==> config.mk <==
export PLATFORM = sky130hd
export DESIGN_NAME = rcl_max
export DESIGN_NICKNAME = d
export VERILOG_FILES = /design/src/rtl/rcl_pkg.sv /design/src/rtl/rcl_max.sv
export SDC_FILE = /design/constraint.sdc
export NUM_CORES = 1
export LEC_CHECK = 0
export ABC_AREA = 0
export BUFFER_PORTS_ARGS = -buffer_cell sky130_fd_sc_hd__buf_2
export CELL_PAD_IN_SITES_DETAIL_PLACEMENT = 1
export CELL_PAD_IN_SITES_GLOBAL_PLACEMENT = 2
export CORE_ASPECT_RATIO = 1.4
export CORE_MARGIN = 5
export CORE_UTILIZATION = 28
export CTS_BUF_LIST = sky130_fd_sc_hd__clkbuf_16
export DETAILED_ROUTE_END_ITERATION = 8
export HOLD_SLACK_MARGIN = 0.05
export PLACE_DENSITY = 0.86
export SLEW_MARGIN = 20
export SYNTH_ARGS = -nofsm -noshare
export SYNTH_HDL_FRONTEND = slang
export SYNTH_SLANG_ARGS = --single-unit
==> constraint.sdc <==
create_clock -name clk -period 6.2 [get_ports clk]
set_input_delay 1.86 -clock clk [delete_from_list [all_inputs] [get_ports clk]]
set_output_delay 1.86 -clock clk [all_outputs]
set_load 0.01 [all_outputs]
==> src/rtl/rcl_pkg.sv <==
// shared constants and types for the relative compactor level
package rcl_pkg;

  localparam int SECTION_SIZE_DEF = 16;
  localparam int NUM_SECTIONS_DEF = 8;
  localparam int KEY_BITS_DEF     = 64;
  localparam int FIELD_W          = 64;

  // control from the sequencer to the running-maximum unit
  typedef struct packed {
    logic vld;
    logic first;
  } cmp_ctrl_t;

endpackage

==> src/rtl/rcl_max.sv <==
// running maximum of a key stream with the address where it was seen
module rcl_max #(
  parameter int KEY_BITS = 64,
  parameter int AW       = 8
) (
  input  logic                 clk,
  input  rcl_pkg::cmp_ctrl_t   ctrl,
  input  logic [KEY_BITS-1:0]  data,
  input  logic [AW-1:0]        idx,
  output logic [KEY_BITS-1:0]  max_key,
  output logic [AW-1:0]        max_idx
);
  import rcl_pkg::*;

  logic bigger;

  assign bigger = data > max_key;

  always_ff @(posedge clk) begin
    if (ctrl.vld && (ctrl.first || bigger)) begin
      max_key <= data;
      max_idx <= idx;
    end
  end

endmodule

==> metrics <==
nets@finish 601; Hold Path Class flip-flop to flip-flop; routability cong. 0.775; layout cell share with drive strength beyond 1 0.360; P_leak about 0.0025 uW; Period minus WS final ~4.5 ns; H-tree depth 3; final setup TNS 0 ns; Initial Util 0.285; Cell variety after synth 25; Final period util 0.724; final wirelength between 10 and 15 mm; critical path data required time 6.18 ns; mean post-synth cell area between 10 and 15 sq um; CP Cell Sequence buf_2, ha_1, nand4_2, or4_4, or4b_4, nor3_2, a211oi_1, a21oi_4, buf_12; run status completed; Design Power 1390 uW; largest area contributor in the synthesized netlist edfxtp_1; Clock Tree Root clkbuf_16; Worst Skew 0.00849 ns; vias in the first global route ~3.3k; Synth top area share 0.569; Synth Cell Area roughly 3800 sq um; pre-CTS setup slack 1.32 ns; I/O pins ~150; CTS tree yes; Die Area approximately 16000 sq um; Setup WS post-layout about 1.7 ns; Most used DFF post-synth edfxtp_1; net switching fraction of the power 0.243; hold_buf cts 0; Num CTS Buffers 9; max-cap violation count 0; RSZ-0062 raised after global routing false; Critical Path Fanout Max 72; combinational power share 0.144; crit-path leading delay family simple AND/OR/NAND/NOR gates; Net Sw Power 338 uW; internal power 1050 uW; Max rail drop VDD 0.127 mV; largest stage delay on the critical path between 0.5 and 0.6 ns; synth cell count leaders edfxtp_1, inv_1, ha_1, a21oi_1, nand2_1; drt first pass iters 4; Core Box Area roughly 13000 sq um; metal3 WL 672 um; top cells by area, synth edfxtp_1, ha_1, inv_1, a21oi_1, nand4_1; CP Buf/Inv Count 2; global-route wire length before repair 16.4 mm; antenna violations before repair 1; DR vias 2910; Slew Limit Fails 0; Port Buffer Count ~150; clock transition at the registers of the reported paths about 0.06 ns; area grow syn2layout 35.0%; Power Density around 270 nW/um^2; post-CTS setup buffer count 0; Fmax ~220 MHz; warnings from Yosys 0; max layer used met5; #FFs+latches synth approximately 70; number of synthesized flops with an enable pin 72; post-route ant nets 0; met2 WL between 5 and 6 mm; WL/cell roughly 16 um; FP Rows 50; CP max stage cell or4b_4; sequential share of power 0.425; most frequent cell after synthesis edfxtp_1; die span in y ~150 um; WS Path Type input pin to flip-flop; largest net degree at the start of global routing 73; slew of the pin with the lowest slew margin roughly 0.45 ns; post_cts resized 0; clock share of power 0.432; placed wire-length estimate ~8.6 mm; Mapped Cells between 300 and 400; antenna diode count 0; # clock sinks between 70 and 80; critical path capture point type flip-flop; kind of start point of the critical path input pin; Setup-failing EPs final 0; gr usage total 0.132; async set-reset flop share out of synthesis 0; GR Overflow Total 0; Fin. Hold Viols 0; DRC 0; relative slew slack 0.696; Clk Latency, worst-skew pair about 0.33 ns; metal1 wirelength approximately 4.0 mm; Initial DRC Count between 60 and 70; Chip Width between 100 and 150 um; syn nets roughly 440; crit path DAT roughly 4.5 ns; Longest Clk Path Bufs 2; Via density 4.48; post-synthesis sequential area ratio 0.569
[metal layers]
metal,track usage,vias to the layer above
met3,0.0371,13
met5,0,-
li1,-,1421
met1,0.147,1380
met2,0.237,94
met4,0.0480,2
[stage by stage]
stage          hold slack [ns]   util  std cells  cell area, sq um
2_1_floorplan             1.55      -        304              3800
3_3_place_gp              1.44  0.359        633              4780
3_5_place_dp              1.49  0.359        633              4780
4_1_cts                   1.51  0.385        649              5130
5_1_grt                   1.64  0.385        649              5130
6_report                  1.47  0.385        649              5130
[power by group through the flow]
stage                     clock network, uW  registers, uW  logic (uW)
after CTS                               616            592         207
after global routing                    641            595         230
after global placement                    0            600         196
final                                   601            591         200
after floorplan                           0            618        88.9
after detailed placement                  0            602         206
[state kept, by name (all words and copies together), names as in the netlist]
register and flops:
max_key 64, max_idx 8
[layout make-up]
type	count	area (sq um)
clock buffer	9	225
clock inverter	7	119
fill	1514	8200
inverter	66	248
multi-input combinational	166	1400
sequential	72	2160
tap	182	228
timing repair buffer	147	751
[path summary, 6_finish.rpt]
kind | cells past startpoint | from | slack (ns) | endpoint
worst max-delay path | 9 | data[62] | 1.71 | max_key[25]
worst min-delay path | 7 | max_key[0] | 1.47 | max_key[7]
worst max register to register | 9 | max_key[62] | 2.94 | max_key[25]
worst min register to register | 7 | max_key[0] | 1.47 | max_key[7]
[cells by family (layout without fill, tap and decap cells)]
family                     after synthesis  in the layout  synth area share
AOI/OAI and AO/OA                       47             47            0.0731
adders and majority gates               64             64             0.211
buffers and inverters                   66            229            0.0652
DFF                                     72             72             0.569
and+or+nand+nor                         55             55            0.0814
[worst register-to-register path, stage by stage, from the launching register on]
cell and delay (ns):
edfxtp_1 0.37, inv_1 0.06, ha_1 0.35, nand4_2 0.13, or4_4 0.57, or4b_4 0.58
nor3_2 0.17, a211oi_1 0.10, a21oi_4 0.19, buf_12 0.37
[layout by cell type, fill, tap and decap left out, types with 2 or more instances in the layout]
cell       synthesis  final
nor2b_1            2      2
o211ai_1           2      2
nor3_1             5      5
a221oi_1           3      3
inv_1             66     66
bufinv_16          0      3
o21ai_0            6      6
nor2_1             3      3
buf_2              0    146
edfxtp_1          72     72
a21o_1             4      4
a21oi_1           26     26
nand3_1            8      8
ha_1              64     64
nand2_1           16     16
clkbuf_16          0      9
a211oi_1           3      3
nand4_1           13     13
nor4_1             2      2
No activity file was read; power rests on OpenSTA's default activity.
